<file path="src/rtl/periodic_task_timing_monitor_core_assert.svh">
// assertion macros for the periodic task timing monitor
`ifndef PERIODIC_TASK_TIMING_MONITOR_CORE_ASSERT_SVH
`define PERIODIC_TASK_TIMING_MONITOR_CORE_ASSERT_SVH

// same-cycle implication
`define PTTM_ASSERT_SAME(lbl, pre, post) \
    lbl: assert property (@(posedge i_clk) disable iff (!i_rst_n) (pre) |-> (post)) \
        else $error("pttm assertion failed");

// next-cycle implication
`define PTTM_ASSERT_NEXT(lbl, pre, post) \
    lbl: assert property (@(posedge i_clk) disable iff (!i_rst_n) (pre) |=> (post)) \
        else $error("pttm assertion failed");

`endif

</file>
<file path="src/rtl/pttm_pkg.sv">
// shared types and constants of the periodic task timing monitor
package pttm_pkg;

    localparam int unsigned TICK_W     = 32;
    localparam int unsigned RATE_W     = 17;
    localparam int unsigned MS_W       = 16;
    localparam int unsigned TICKS_W    = 24;
    localparam int unsigned KIND_W     = 2;
    localparam int unsigned CFG_IDX_W  = 2;
    localparam int unsigned OUT_W      = 200;
    localparam int unsigned US_MULT_W  = 20;

    localparam int unsigned MS_PER_S   = 1000;
    localparam int unsigned US_PER_S   = 1000000;

    localparam int unsigned DIVA_DW    = 33;
    localparam int unsigned DIVA_VW    = TICKS_W;
    localparam int unsigned DIVB_DW    = TICK_W + US_MULT_W;
    localparam int unsigned DIVB_VW    = RATE_W;

    localparam int unsigned TICK_RATE_RST = 60;
    localparam int unsigned PERIOD_RST    = 100;
    localparam int unsigned DEADLINE_RST  = 100;
    localparam int unsigned P_RAW_RST     = (TICK_RATE_RST * PERIOD_RST) / MS_PER_S;
    localparam int unsigned P_RST         = (P_RAW_RST == 0) ? 1 : P_RAW_RST;
    localparam int unsigned D_RST         = (TICK_RATE_RST * DEADLINE_RST) / MS_PER_S;

    localparam logic [KIND_W-1:0] KIND_FIRST  = 2'd0;
    localparam logic [KIND_W-1:0] KIND_CHECK  = 2'd1;
    localparam logic [KIND_W-1:0] KIND_END    = 2'd2;
    localparam logic [KIND_W-1:0] KIND_RESUME = 2'd3;

    localparam logic [CFG_IDX_W-1:0] CFG_TICK_RATE = 2'd0;
    localparam logic [CFG_IDX_W-1:0] CFG_PERIOD    = 2'd1;
    localparam logic [CFG_IDX_W-1:0] CFG_DEADLINE  = 2'd2;

    typedef struct packed {
        logic busy;
        logic done;
    } t_div_stat;

endpackage

</file>
<file path="src/rtl/periodic_task_timing_monitor_core.sv">
// top level of the periodic task timing monitor
//
// channel   | direction | handshake              | contents
// s_axis    | in        | tvalid/tready          | tdata now_tick, tuser kind
// m_axis    | out       | tvalid/tready          | tdata result fields
// cfg       | in        | i_cfg_we, no wait      | i_cfg_idx, i_cfg_data
//
// first activation and resume go straight to the result state; a deadline check that
// finds a miss runs a 33-step serial divide by the period; a cycle end runs the 52-step
// serial divide of the run time by the tick rate
// a register write recomputes period and deadline ticks with two 33-step
// divides by 1000, during which no item is taken
// reset is synchronous; one result register decouples a stalled output
`include "periodic_task_timing_monitor_core_assert.svh"

module periodic_task_timing_monitor_core (
    input  logic                               i_clk,
    input  logic                               i_rst_n,
    input  logic                               s_axis_tvalid,
    output logic                               s_axis_tready,
    input  logic [pttm_pkg::TICK_W-1:0]        s_axis_tdata,   // now_tick
    input  logic [pttm_pkg::KIND_W-1:0]        s_axis_tuser,   // kind
    output logic                               m_axis_tvalid,
    input  logic                               m_axis_tready,
    // missed, miss_total, wake_delay, release_tick, run_time_us,
    // worst_run_us, start_delay, zero pad
    output logic [pttm_pkg::OUT_W-1:0]         m_axis_tdata,
    input  logic                               i_cfg_we,
    input  logic [pttm_pkg::CFG_IDX_W-1:0]     i_cfg_idx,
    input  logic [pttm_pkg::RATE_W-1:0]        i_cfg_data
);
    import pttm_pkg::*;

    localparam logic [3:0] S_IDLE   = 4'd0;
    localparam logic [3:0] S_P_GO   = 4'd1;
    localparam logic [3:0] S_P_RUN  = 4'd2;
    localparam logic [3:0] S_D_GO   = 4'd3;
    localparam logic [3:0] S_D_RUN  = 4'd4;
    localparam logic [3:0] S_K1_CHK = 4'd5;
    localparam logic [3:0] S_K1_RUN = 4'd6;
    localparam logic [3:0] S_K2_SUB = 4'd7;
    localparam logic [3:0] S_K2_MUL = 4'd8;
    localparam logic [3:0] S_K2_GO  = 4'd9;
    localparam logic [3:0] S_K2_RUN = 4'd10;
    localparam logic [3:0] S_K2_NA  = 4'd11;
    localparam logic [3:0] S_K2_FIN = 4'd12;
    localparam logic [3:0] S_OUT    = 4'd13;

    localparam int unsigned PAD_W = OUT_W - 1 - 6 * TICK_W;

    logic [3:0]         r_state;
    logic [3:0]         n_state;
    logic               r_dirty;
    logic               r_out_valid;

    logic [RATE_W-1:0]  r_rate;
    logic [MS_W-1:0]    r_per;
    logic [MS_W-1:0]    r_dl;
    logic [TICKS_W-1:0] r_p;
    logic [TICKS_W-1:0] r_d;

    logic [TICK_W-1:0]  r_release;
    logic [TICK_W-1:0]  r_next;
    logic [TICK_W-1:0]  r_abs;
    logic [TICK_W-1:0]  r_start;
    logic [TICK_W-1:0]  r_miss;
    logic [TICK_W-1:0]  r_worst;

    logic [TICK_W-1:0]  r_now;
    logic [DIVB_DW-1:0] r_prod;
    logic [TICK_W-1:0]  r_et;
    logic [TICK_W-1:0]  r_na;
    logic               r_ovr;
    logic               r_res_missed;
    logic [TICK_W-1:0]  r_res_wake;
    logic [TICK_W-1:0]  r_res_rel;
    logic [TICK_W-1:0]  r_res_run;
    logic [TICK_W-1:0]  r_res_sdelay;
    logic [OUT_W-1:0]   r_out_data;

    logic               w_acc;
    logic               w_first;
    logic [TICK_W-1:0]  w_p_ext;
    logic               w_out_load;
    logic [TICK_W-1:0]  w_dm1;
    logic               w_k1_hit;
    logic [TICK_W-1:0]  w_dk2;
    logic [RATE_W-1:0]  w_rate_div;

    logic               w_a_start;
    logic [DIVA_DW-1:0] w_a_dividend;
    logic [DIVA_VW-1:0] w_a_divisor;
    t_div_stat          w_a_stat;
    logic [DIVA_DW-1:0] w_a_quot;
    logic [DIVA_VW-1:0] w_a_rem;

    logic               w_b_start;
    t_div_stat          w_b_stat;
    logic [DIVB_DW-1:0] w_b_quot;
    logic [DIVB_VW-1:0] w_b_rem;

    assign s_axis_tready = i_rst_n && (r_state == S_IDLE) && !r_dirty;
    assign w_acc         = s_axis_tvalid && s_axis_tready;
    assign w_first       = w_acc && (s_axis_tuser == KIND_FIRST);
    assign w_p_ext       = {{(TICK_W-TICKS_W){1'b0}}, r_p};
    assign w_out_load    = (r_state == S_OUT) && (!r_out_valid || m_axis_tready);

    // d - 1 for the deadline check, one adder
    assign w_dm1      = r_now + ~r_abs;
    assign w_k1_hit   = !w_dm1[TICK_W-1] && (w_dm1 != {1'b0, {(TICK_W-1){1'b1}}});
    assign w_dk2      = r_now - r_next;
    assign w_rate_div = (r_rate == '0) ? RATE_W'(1) : r_rate;

    assign w_a_start = (r_state == S_P_GO) || (r_state == S_D_GO) ||
                       ((r_state == S_K1_CHK) && w_k1_hit) || (r_state == S_K2_SUB);
    assign w_b_start = (r_state == S_K2_GO);

    always_comb begin
        w_a_dividend = r_prod[DIVA_DW-1:0];
        w_a_divisor  = r_p;
        if (r_state == S_K1_CHK) begin
            w_a_dividend = {1'b0, w_dm1};
        end else if (r_state == S_K2_SUB) begin
            w_a_dividend = {1'b0, w_dk2};
        end else if ((r_state == S_P_GO) || (r_state == S_D_GO)) begin
            w_a_divisor = DIVA_VW'(MS_PER_S);
        end
    end

    pttm_serial_div #(
        .DW (DIVA_DW),
        .VW (DIVA_VW)
    ) u_div_a (
        .i_clk       (i_clk),
        .i_rst_n     (i_rst_n),
        .i_start     (w_a_start),
        .i_dividend  (w_a_dividend),
        .i_divisor   (w_a_divisor),
        .o_stat      (w_a_stat),
        .o_quotient  (w_a_quot),
        .o_remainder (w_a_rem)
    );

    pttm_serial_div #(
        .DW (DIVB_DW),
        .VW (DIVB_VW)
    ) u_div_b (
        .i_clk       (i_clk),
        .i_rst_n     (i_rst_n),
        .i_start     (w_b_start),
        .i_dividend  (r_prod),
        .i_divisor   (w_rate_div),
        .o_stat      (w_b_stat),
        .o_quotient  (w_b_quot),
        .o_remainder (w_b_rem)
    );

    always_comb begin
        n_state = r_state;
        unique case (r_state)
            S_IDLE: begin
                if (r_dirty) begin
                    n_state = S_P_GO;
                end else if (w_acc) begin
                    unique case (s_axis_tuser)
                        KIND_CHECK: n_state = S_K1_CHK;
                        KIND_END:   n_state = S_K2_SUB;
                        default:    n_state = S_OUT;
                    endcase
                end
            end
            S_P_GO:   n_state = S_P_RUN;
            S_P_RUN:  if (w_a_stat.done) n_state = S_D_GO;
            S_D_GO:   n_state = S_D_RUN;
            S_D_RUN:  if (w_a_stat.done) n_state = S_IDLE;
            S_K1_CHK: n_state = w_k1_hit ? S_K1_RUN : S_OUT;
            S_K1_RUN: if (w_a_stat.done) n_state = S_OUT;
            S_K2_SUB: n_state = S_K2_MUL;
            S_K2_MUL: n_state = S_K2_GO;
            S_K2_GO:  n_state = S_K2_RUN;
            S_K2_RUN: if (!w_a_stat.busy && !w_b_stat.busy) n_state = S_K2_NA;
            S_K2_NA:  n_state = S_K2_FIN;
            S_K2_FIN: n_state = S_OUT;
            S_OUT:    if (w_out_load) n_state = S_IDLE;
            default:  n_state = S_IDLE;
        endcase
    end

    // control, configuration and task state
    always_ff @(posedge i_clk) begin
        if (!i_rst_n) begin
            r_state     <= S_IDLE;
            r_dirty     <= 1'b0;
            r_out_valid <= 1'b0;
            r_rate      <= RATE_W'(TICK_RATE_RST);
            r_per       <= MS_W'(PERIOD_RST);
            r_dl        <= MS_W'(DEADLINE_RST);
            r_p         <= TICKS_W'(P_RST);
            r_d         <= TICKS_W'(D_RST);
            r_release   <= '0;
            r_next      <= '0;
            r_abs       <= '0;
            r_start     <= '0;
            r_miss      <= '0;
            r_worst     <= '0;
        end else begin
            r_state <= n_state;

            if (w_out_load) begin
                r_out_valid <= 1'b1;
            end else if (m_axis_tready) begin
                r_out_valid <= 1'b0;
            end

            if ((r_state == S_IDLE) && r_dirty) begin
                r_dirty <= 1'b0;
            end
            if (i_cfg_we) begin
                unique case (i_cfg_idx)
                    CFG_TICK_RATE: begin
                        r_rate  <= i_cfg_data;
                        r_dirty <= 1'b1;
                    end
                    CFG_PERIOD: begin
                        r_per   <= i_cfg_data[MS_W-1:0];
                        r_dirty <= 1'b1;
                    end
                    CFG_DEADLINE: begin
                        r_dl    <= i_cfg_data[MS_W-1:0];
                        r_dirty <= 1'b1;
                    end
                    default: ;
                endcase
            end

            if ((r_state == S_P_RUN) && w_a_stat.done) begin
                r_p <= (w_a_quot == '0) ? TICKS_W'(1) : w_a_quot[TICKS_W-1:0];
            end
            if ((r_state == S_D_RUN) && w_a_stat.done) begin
                r_d <= w_a_quot[TICKS_W-1:0];
            end

            if (w_first) begin
                r_release <= s_axis_tdata;
                r_start   <= s_axis_tdata;
                r_abs     <= s_axis_tdata + {{(TICK_W-TICKS_W){1'b0}}, r_d};
                r_next    <= s_axis_tdata + w_p_ext;
            end
            if (w_acc && (s_axis_tuser == KIND_RESUME)) begin
                r_start <= s_axis_tdata;
            end

            if ((r_state == S_K1_RUN) && w_a_stat.done) begin
                r_miss <= r_miss + w_a_quot[TICK_W-1:0] + 1'b1;
            end

            if (r_state == S_K2_FIN) begin
                r_release <= r_na;
                r_abs     <= r_na + {{(TICK_W-TICKS_W){1'b0}}, r_d};
                r_next    <= r_na + w_p_ext;
                if (r_res_run > r_worst) begin
                    r_worst <= r_res_run;
                end
            end
        end
    end

    // datapath registers
    always_ff @(posedge i_clk) begin
        if ((r_state == S_IDLE) && r_dirty) begin
            r_prod <= DIVB_DW'(r_rate) * DIVB_DW'(r_per);
        end else if ((r_state == S_P_RUN) && w_a_stat.done) begin
            r_prod <= DIVB_DW'(r_rate) * DIVB_DW'(r_dl);
        end else if (r_state == S_K2_MUL) begin
            r_prod <= r_et * US_MULT_W'(US_PER_S);
        end

        if (w_acc) begin
            r_now        <= s_axis_tdata;
            r_res_missed <= 1'b0;
            r_res_wake   <= '0;
            r_res_rel    <= '0;
            r_res_run    <= '0;
            r_res_sdelay <= (s_axis_tuser == KIND_RESUME) ? s_axis_tdata - r_release : '0;
        end

        if ((r_state == S_K1_RUN) && w_a_stat.done) begin
            r_res_missed <= 1'b1;
        end

        if (r_state == S_K2_SUB) begin
            r_et  <= r_now - r_start;
            r_ovr <= !w_dk2[TICK_W-1];
        end

        if ((r_state == S_K2_RUN) && !w_a_stat.busy && !w_b_stat.busy) begin
            r_na      <= r_ovr ? r_now - {{(TICK_W-TICKS_W){1'b0}}, w_a_rem} : r_next;
            r_res_run <= (|w_b_quot[DIVB_DW-1:TICK_W]) ? '1 : w_b_quot[TICK_W-1:0];
        end
        if (r_state == S_K2_NA) begin
            if (r_ovr) begin
                r_na <= r_na + w_p_ext;
            end
        end
        if (r_state == S_K2_FIN) begin
            r_res_wake <= r_na - r_now;
            r_res_rel  <= r_na;
        end

        if (w_out_load) begin
            r_out_data <= {{PAD_W{1'b0}}, r_res_sdelay, r_worst, r_res_run, r_res_rel,
                           r_res_wake, r_miss, r_res_missed};
        end
    end

    assign m_axis_tvalid = r_out_valid;
    assign m_axis_tdata  = r_out_data;

    // a first activation places the next release one period after the release
    `PTTM_ASSERT_NEXT(a_first_period, w_first, (r_next - r_release) == w_p_ext)
    // the miss count moves only when a deadline check divide completes
    `PTTM_ASSERT_NEXT(a_miss_hold, r_state != S_K1_RUN, $stable(r_miss))
    // a new result appears only out of the result state
    `PTTM_ASSERT_SAME(a_out_source, $rose(r_out_valid), $past(r_state) == S_OUT)

endmodule

</file>
<file path="src/rtl/pttm_serial_div.sv">
// bit-serial restoring divider, one quotient bit per cycle
module pttm_serial_div #(
    parameter int unsigned DW = pttm_pkg::DIVA_DW,
    parameter int unsigned VW = pttm_pkg::DIVA_VW
) (
    input  logic                i_clk,
    input  logic                i_rst_n,
    input  logic                i_start,
    input  logic [DW-1:0]       i_dividend,
    input  logic [VW-1:0]       i_divisor,
    output pttm_pkg::t_div_stat o_stat,
    output logic [DW-1:0]       o_quotient,
    output logic [VW-1:0]       o_remainder
);
    import pttm_pkg::*;

    localparam int unsigned CW = $clog2(DW + 1);

    logic [DW-1:0] r_num;
    logic [VW-1:0] r_rem;
    logic [VW-1:0] r_div;
    logic [CW-1:0] r_cnt;
    logic          r_busy;
    logic          r_done;

    logic [VW:0]   w_trial;
    logic [VW+1:0] w_diff;
    logic          w_ge;

    assign w_trial = {r_rem, r_num[DW-1]};
    assign w_diff  = {1'b0, w_trial} - {2'b00, r_div};
    assign w_ge    = ~w_diff[VW+1];

    always_ff @(posedge i_clk) begin
        if (!i_rst_n) begin
            r_busy <= 1'b0;
            r_done <= 1'b0;
            r_cnt  <= '0;
        end else begin
            r_done <= 1'b0;
            if (i_start) begin
                r_busy <= 1'b1;
                r_cnt  <= CW'(DW);
            end else if (r_busy) begin
                r_cnt <= r_cnt - 1'b1;
                if (r_cnt == CW'(1)) begin
                    r_busy <= 1'b0;
                    r_done <= 1'b1;
                end
            end
        end
    end

    always_ff @(posedge i_clk) begin
        if (i_start) begin
            r_num <= i_dividend;
            r_rem <= '0;
            r_div <= i_divisor;
        end else if (r_busy) begin
            r_num <= {r_num[DW-2:0], w_ge};
            r_rem <= w_ge ? w_diff[VW-1:0] : w_trial[VW-1:0];
        end
    end

    t_div_stat w_stat;
    always_comb begin
        w_stat      = '0;
        w_stat.busy = r_busy;
        w_stat.done = r_done;
    end

    assign o_stat      = w_stat;
    assign o_quotient  = r_num;
    assign o_remainder = r_rem;

endmodule

</file>
<file path="config.mk">
export PLATFORM = sky130hd
export DESIGN_NAME = periodic_task_timing_monitor_core
export DESIGN_NICKNAME = d
export VERILOG_FILES = /design/src/rtl/pttm_pkg.sv /design/src/rtl/periodic_task_timing_monitor_core.sv /design/src/rtl/pttm_serial_div.sv
export VERILOG_INCLUDE_DIRS = /design/src /design/src/rtl
export SDC_FILE = /design/constraint.sdc
export NUM_CORES = 2
export LEC_CHECK = 0
export BUFFER_PORTS_ARGS = -buffer_cell sky130_fd_sc_hd__buf_2
export CORE_MARGIN = 3
export CORE_UTILIZATION = 50
export DETAILED_ROUTE_END_ITERATION = 7
export GPL_TIMING_DRIVEN = 0
export PLACE_DENSITY = 0.77
export SKIP_LAST_GASP = 1
export SYNTH_ARGS = -nofsm -noshare
export SYNTH_HDL_FRONTEND = slang
export SYNTH_SLANG_ARGS = --single-unit
</file>
<file path="constraint.sdc">
create_clock -name i_clk -period 27.1 [get_ports i_clk]
set_input_delay 1.355 -clock i_clk [delete_from_list [all_inputs] [get_ports i_clk]]
set_output_delay 1.355 -clock i_clk [all_outputs]
set_load 0.03 [all_outputs]
</file>
# Word-level counts from Yosys, hierarchy flattened
# Index checks and enable logic that the tools add are counted.
# W data, S select, Z words.
[totals]
ff_bits = 948
out_inout_bits = 202
[op_classes]
addsub = 16
n_mul = 3
order_cmp = 1
eq_ne = 27
mux = 57
n_bitwise = 5
reduce_logical = 49
[op_table]
columns = ["operator", "count"]
rows = [
  ["$mux W32", 16],
  ["$mux W33", 7],
  ["$add A32 B24 Y32", 4],
  ["$sub A32 B32 Y32", 4],
  ["$mux W24", 5],
  ["$mux W52", 2],
  ["$mul A17 B16 Y33", 2],
  ["$add A32 B32 Y32", 2],
  ["$pmux W4 S14", 1],
  ["$mul A32 B14 Y46 const B", 1],
  ["$logic_not A33 Y1", 1],
  ["$add A32 B1 Y32 const B", 1],
  ["$gt A32 B32 Y1", 1],
  ["$mux W4", 8],
  ["$ne A32 B31 Y1 const B", 1],
  ["$not A32 Y32", 1],
  ["$sub A32 B24 Y32", 1],
  ["$sub A25 B24 Y26", 1],
  ["$eq A4 B4 Y1 const B", 6],
  ["$mux W6", 4],
  ["$reduce_or A20 Y1", 1],
  ["$sub A18 B17 Y19", 1],
  ["$logic_not A17 Y1", 1],
  ["$mux W17", 1],
  ["other kinds (24)", 85],
]

# Longest topological paths before layout
[logic_depth]
depth_word = 8
ltp_mapped = 28

# Cells and area by module
# A second synthesis with hierarchy kept.
[hier_totals]
hier_cells = 8384
hier_area_um2 = 77996.1
[by_module_without_submodules]
columns = ["mod", "instances", "cells_each", "area_each_um2", "seq_area_each_um2"]
rows = [
  ["periodic_task_timing_monitor_core", 1, 7537, 68226.7, 19528.7],
  ["pttm_serial_div (u_div_a)", 1, 464, 5054.8, 2352.3],
  ["pttm_serial_div (u_div_b)", 1, 383, 4714.5, 2572.5],
]

# Least setup slack after synthesis
# OpenSTA, ideal clock, no wires.
[synth_path]
kind = "input to register"
from = "in m_axis_tready"
to = "reg r_out_data[0], in the netlist m_axis_tdata[0] (enable)"
setup_ns = 0.984
t_arrival_ns = 14.441
t_required_ns = 26.116
setup_slack_ns = 11.675
path_stages = 2
n_path_buf = 0
path_cell_list = "nor2b_1 nor3_1"
[synth_between]
elab_chain_cells = 2
[synth_rtl]
columns = ["element", "line", "text"]
rows = [
  ["start: declaration", "periodic_task_timing_monitor_core.sv:24", "input logic m_axis_tready,"],
  ["$logic_or A1 B1 Y1", "periodic_task_timing_monitor_core.sv:106", "assign w_out_load = (r_state == S_OUT) && (!r_out_valid || m_axis_tready);"],
  ["$logic_and A1 B1 Y1", "periodic_task_timing_monitor_core.sv:106", ""],
  ["via w_out_load", "periodic_task_timing_monitor_core.sv:84", "logic w_out_load;"],
  ["end signal: assignment", "periodic_task_timing_monitor_core.sv:311", "r_out_data <= {{PAD_W{1'b0}}, r_res_sdelay, r_worst, r_res_run, r_res_rel,"],
  ["end: declaration", "periodic_task_timing_monitor_core.sv:79", "logic [OUT_W-1:0] r_out_data;"],
]
# The timed path passes the listed nets, and every way through them passes these cells.
# A chain may end at the register's enable or synchronous reset.

# Worst setup path after layout
[layout_path]
from = "reg r_rate[7]"
to = "reg r_prod[32], data pin"
[layout_between]
elab_chain_cells = 3
elab_cells_between_ends = 4
cone_classes = "mul (2); mux (2)"
[layout_rtl]
columns = ["element", "line", "text"]
rows = [
  ["start: declaration", "periodic_task_timing_monitor_core.sv:56", "logic [RATE_W-1:0] r_rate;"],
  ["start signal: assignment", "periodic_task_timing_monitor_core.sv:195", "r_rate <= RATE_W'(TICK_RATE_RST);"],
  ["start signal: assignment", "periodic_task_timing_monitor_core.sv:221", "r_rate <= i_cfg_data;"],
  ["$mul A17 B16 Y33", "periodic_task_timing_monitor_core.sv:273", "r_prod <= DIVB_DW'(r_rate) * DIVB_DW'(r_dl);"],
  ["$mux W33", "periodic_task_timing_monitor_core.sv:272", "end else if ((r_state == S_P_RUN) && w_a_stat.done) begin"],
  ["$mux W33 (*)", "periodic_task_timing_monitor_core.sv:270", "if ((r_state == S_IDLE) && r_dirty) begin"],
  ["end signal: assignment", "periodic_task_timing_monitor_core.sv:271", "r_prod <= DIVB_DW'(r_rate) * DIVB_DW'(r_per);"],
  ["end signal: assignment", "periodic_task_timing_monitor_core.sv:273", ""],
  ["end signal: assignment", "periodic_task_timing_monitor_core.sv:275", "r_prod <= r_et * US_MULT_W'(US_PER_S);"],
  ["end: declaration", "periodic_task_timing_monitor_core.sv:70", "logic [DIVB_DW-1:0] r_prod;"],
]
# Every way passes the cells marked *; elsewhere a longest branch is shown, timed or not.

==> reports/metrics.cfg <==
[die]
die_area_sq_mm = 0.159
placeableCoreArea_sq_mm = 0.152
die_w_um = 399
std_cell_rows = 143
effective_utilization_at_floorplan = 0.505
die_height_um = 399
boundaryPins = 260

[setup_path]
critPathRequiredTime_ps = 27510
rrSetupSlack_ps = 17890
r2r_cells = 25
worst_ep_arrival_time_ps = 9620
crit_type = reg2reg
critical_path.reg2reg.startpoint = r_rate[7]$_SDFFE_PN0P_
critical_path.max_fanout = 10
critPathCaptureType = flip-flop
worst_setup_path_start_kind = flip-flop
crit-reg2reg-capture = r_prod[32]$_DFFE_PP_

[logic_synthesis]
syn-cell-area_sq_mm = 0.0771
synth.top_cells.by_area = sky130_fd_sc_hd__edfxtp_1 (21%), sky130_fd_sc_hd__fa_1 (15%), sky130_fd_sc_hd__ha_1 (12%)
proportion_of_netlist_area_held_by_the_largest_area_contributor = 0.212
synth_top_area_cell = sky130_fd_sc_hd__edfxtp_1
synthesis.area_per_instance_sq_um = 9.14
synth_seq_cells = 948
synth.yosys.seq_area_share = 0.317
yosysMostFrequentCell = sky130_fd_sc_hd__nand2_1
synth-edff-count = 545
post_synth_most_frequent_cells = sky130_fd_sc_hd__nand2_1 (1128), sky130_fd_sc_hd__inv_1 (1054), sky130_fd_sc_hd__ha_1 (725), sky130_fd_sc_hd__a21oi_1 (579), sky130_fd_sc_hd__fa_1 (563)
synth_cells = 8431
postSynth.asyncResetShare = 0
synthFlopType = sky130_fd_sc_hd__edfxtp_1
yosysWarnings = 0
netlist-cell-type-count = 88

[clocking]
cts.path.max_buffers = 3
ctsResizeCount = 0
clock_latency_ps = 790
cts_tree = yes
clock_sink_count = 948
cts_post_setup_buffers_inserted = 0
clock_tree.htree_level_count = 3
clock_pin_slew_on_the_worst_setup_and_hold_paths_ps = 60
postCtsHoldBufs = 0
cts-root-buf = sky130_fd_sc_hd__clkbuf_16
cts_inserted_buffers = 102

[cells_and_area]
num-nets-final = 10158
share_of_cells_above_drive_strength_1 = 0.0619
areaGrowthSynthToFinish_pct = 9.99
num-fill-cells = 13623

[run_status]
run_status = finished, violations left
failed_checks = capacitance limit, slew limit

[timing]
layout_min_cycle_time_ps = 9210
max_freq_mhz = 109
report.final.hold_viol_count = 0
fin_worst_skew_ps = 78.7
timing.final.max_slew_violations = 10
portion_of_the_clock_cycle_consumed_by_the_worst_path_in_the_final_layout = 0.340
grt_setup_unrepaired = no
setup_violations = 0
finalSetupTns_ps = 0
max-slew-margin-rel = -0.0224
hold_slack_ps = 413
timing_worst_slew_pin_value_ps = 1530

[grt]
antenna_found_initial = 24
grt_pass1_vias = 63060
grt_max_degree = 65
grt_util_all_layers = 0.346
global_route.overflow_total = 0
global_route_wire_length_before_repair_mm = 406

[power]
seqPwrFrac = 0.342
p_int_w = 0.00351
clock_power_share = 0.243
switching_share = 0.419
power_density_mw_per_mm2 = 71.4
p_comb_frac = 0.414
switchingPower_w = 0.00254
leakagePower_nw = 36.6
peakVddDrop_v = 0.0000595

[detailed_routing]
dr_total_vias = 64948
detail_route.first_pass.iterations = 6
route.antenna.remaining_nets = 0
post-route-drc-count = 0
vias_cell = 5.93
detail_route.iter0.violations = 6656
post_drt_wl_per_cell_um = 25.5
detailed_route_wire_length_mm = 279

[min_path]
min_to = m_axis_tdata[186]$_DFFE_PP_
hold_path_class = reg2reg
hold_path_depth = 0
hold_path.startpoint = r_res_sdelay[25]$_SDFFCE_PP0P_

[placement]
gpl.final_weighted_congestion = 1.08
port-buffer-count = 252
hpwl_detailed_mm = 222

[job]
maxCapViolations = 1

-- per-layer routing --
| layer | GRT usage | wire length [um] | vias to the layer above |
|---|---|---|---|
| met1 | 0.447 | 110000 | 31490 |
| met2 | 0.527 | 121000 | 3325 |
| met5 | 0 | 112 | - |
| met4 | 0.213 | 20200 | 16 |
| met3 | 0.0822 | 28400 | 831 |
| li1 | - | - | 29286 |
-- cell usage in the layout, fill, tap and decap left out, drive strengths merged, types with 60 or more instances in the layout --
master / instances
a211oi: 114
a21o: 183
a21oi: 579
and2: 275
and3: 80
buf: 304
clkbuf: 466
dfxtp: 403
edfxtp: 545
fa: 563
ha: 725
inv: 1057
nand2: 1128
nand2b: 72
nand3: 159
nor2: 505
nor2b: 89
nor3: 109
o211ai: 60
o21a: 75
o21ai: 383
xnor2: 209
xor2: 145
-- logic make-up (layout without fill, tap and decap cells) --
group	count (synthesis)	count (layout)	synth area share
other	1	22	0.0000487
AO/OA/AOI/OAI	1744	1744	0.142
flip-flops	948	948	0.317
multiplexers	51	51	0.00825
XOR/XNOR	354	354	0.0402
buffers and inverters	1412	1877	0.0697
AND/OR/NAND/NOR	2633	2633	0.158
adder cells (fa/ha/maj)	1288	1288	0.264
-- through the flow --
| step | worst slack (ps) | utilization | instance area (sq um) | instances | total power [W] |
|---|---|---|---|---|---|
| 2_1_floorplan | 11670 | - | 77100 | 8437 | 0.00363 |
| 6_report | 17890 | 0.556 | 84800 | 10947 | 0.00605 |
| 5_1_grt | 17570 | 0.556 | 84700 | 10935 | 0.00633 |
| 3_3_place_gp | 6730 | 0.531 | 80900 | 10719 | 0.00445 |
| 3_5_place_dp | 18180 | 0.532 | 81200 | 10738 | 0.00450 |
| 4_1_cts | 18220 | 0.556 | 84700 | 10932 | 0.00598 |
-- sequential cells by signal (all words and copies together), names as in the netlist, 32 cells and up --
signal / flops
m_axis_tdata: 193
r_et: 32
r_release: 32
r_prod: 52
u_div_a.o_quotient: 33
r_abs: 32
u_div_b.o_quotient: 52
r_start: 32
r_now: 32
r_worst: 32
r_res_run: 32
r_na: 32
r_res_rel: 32
r_res_sdelay: 32
r_res_wake: 32
r_next: 32
r_miss: 32
-- critical path: stages, from the launching register on --
cell                       delay (ps)
sky130_fd_sc_hd__dfxtp_1          310
sky130_fd_sc_hd__clkbuf_1         660
sky130_fd_sc_hd__clkbuf_1         800
sky130_fd_sc_hd__nand2_1          180
sky130_fd_sc_hd__fa_1             570
sky130_fd_sc_hd__inv_1             50
sky130_fd_sc_hd__fa_1             500
sky130_fd_sc_hd__inv_1             60
sky130_fd_sc_hd__fa_1             520
sky130_fd_sc_hd__inv_1             50
sky130_fd_sc_hd__fa_1             450
sky130_fd_sc_hd__fa_1             490
sky130_fd_sc_hd__inv_1             50
sky130_fd_sc_hd__fa_1             560
sky130_fd_sc_hd__inv_1             60
sky130_fd_sc_hd__ha_1             350
sky130_fd_sc_hd__nand2_1           60
sky130_fd_sc_hd__o21ai_0          380
sky130_fd_sc_hd__o31ai_1          220
sky130_fd_sc_hd__a21oi_1          240
sky130_fd_sc_hd__a31oi_1          170
sky130_fd_sc_hd__o21ai_0          920
sky130_fd_sc_hd__nor3_1            80
sky130_fd_sc_hd__nor3_1           290
sky130_fd_sc_hd__mux2i_1          520
sky130_fd_sc_hd__o211ai_1         320
-- how the worst max path moves through the flow --
| stage | startpoint | endpoint | slack [ps] | depth (start not counted) |
|---|---|---|---|---|
| finish | r_rate[7]$_SDFFE_PN0P_ | r_prod[32]$_DFFE_PP_ | 17890 | 25 |
| global route | r_rate[7]$_SDFFE_PN0P_ | r_prod[24]$_DFFE_PP_ | 17570 | 25 |
| CTS | r_rate[7]$_SDFFE_PN0P_ | r_prod[22]$_DFFE_PP_ | 18220 | 26 |
| detailed placement | r_rate[7]$_SDFFE_PN0P_ | r_prod[24]$_DFFE_PP_ | 18180 | 25 |
| global placement | m_axis_tready | m_axis_tdata[33]$_DFFE_PP_ | 6730 | 3 |
| floorplan | m_axis_tready | m_axis_tdata[0]$_DFFE_PP_ | 11670 | 2 |
-- power groups by stage --
stage / sequential, W / combinational (W) / clock [W]
after floorplan: 0.00189 / 0.00174 / 0
final: 0.00207 / 0.00251 / 0.00147
after global routing: 0.00207 / 0.00273 / 0.00154
after global placement: 0.00208 / 0.00237 / 0
after CTS: 0.00205 / 0.00245 / 0.00148
after detailed placement: 0.00207 / 0.00243 / 0
-- cell type report --
type	instances	area, sq um	share of cell area
diodes	15	37.5	0.000443
plain buffers	358	1420	0.0168
clock buffers	141	2880	0.0340
clock inverters	53	669	0.00790
inverters	1054	3960	0.0467
multi-input cells	6077	47300	0.558
flip-flops and latches	948	24400	0.288
well taps	2030	2540	0.0300
repair buffers	271	1520	0.0180
No activity file was read; power rests on OpenSTA's default activity.
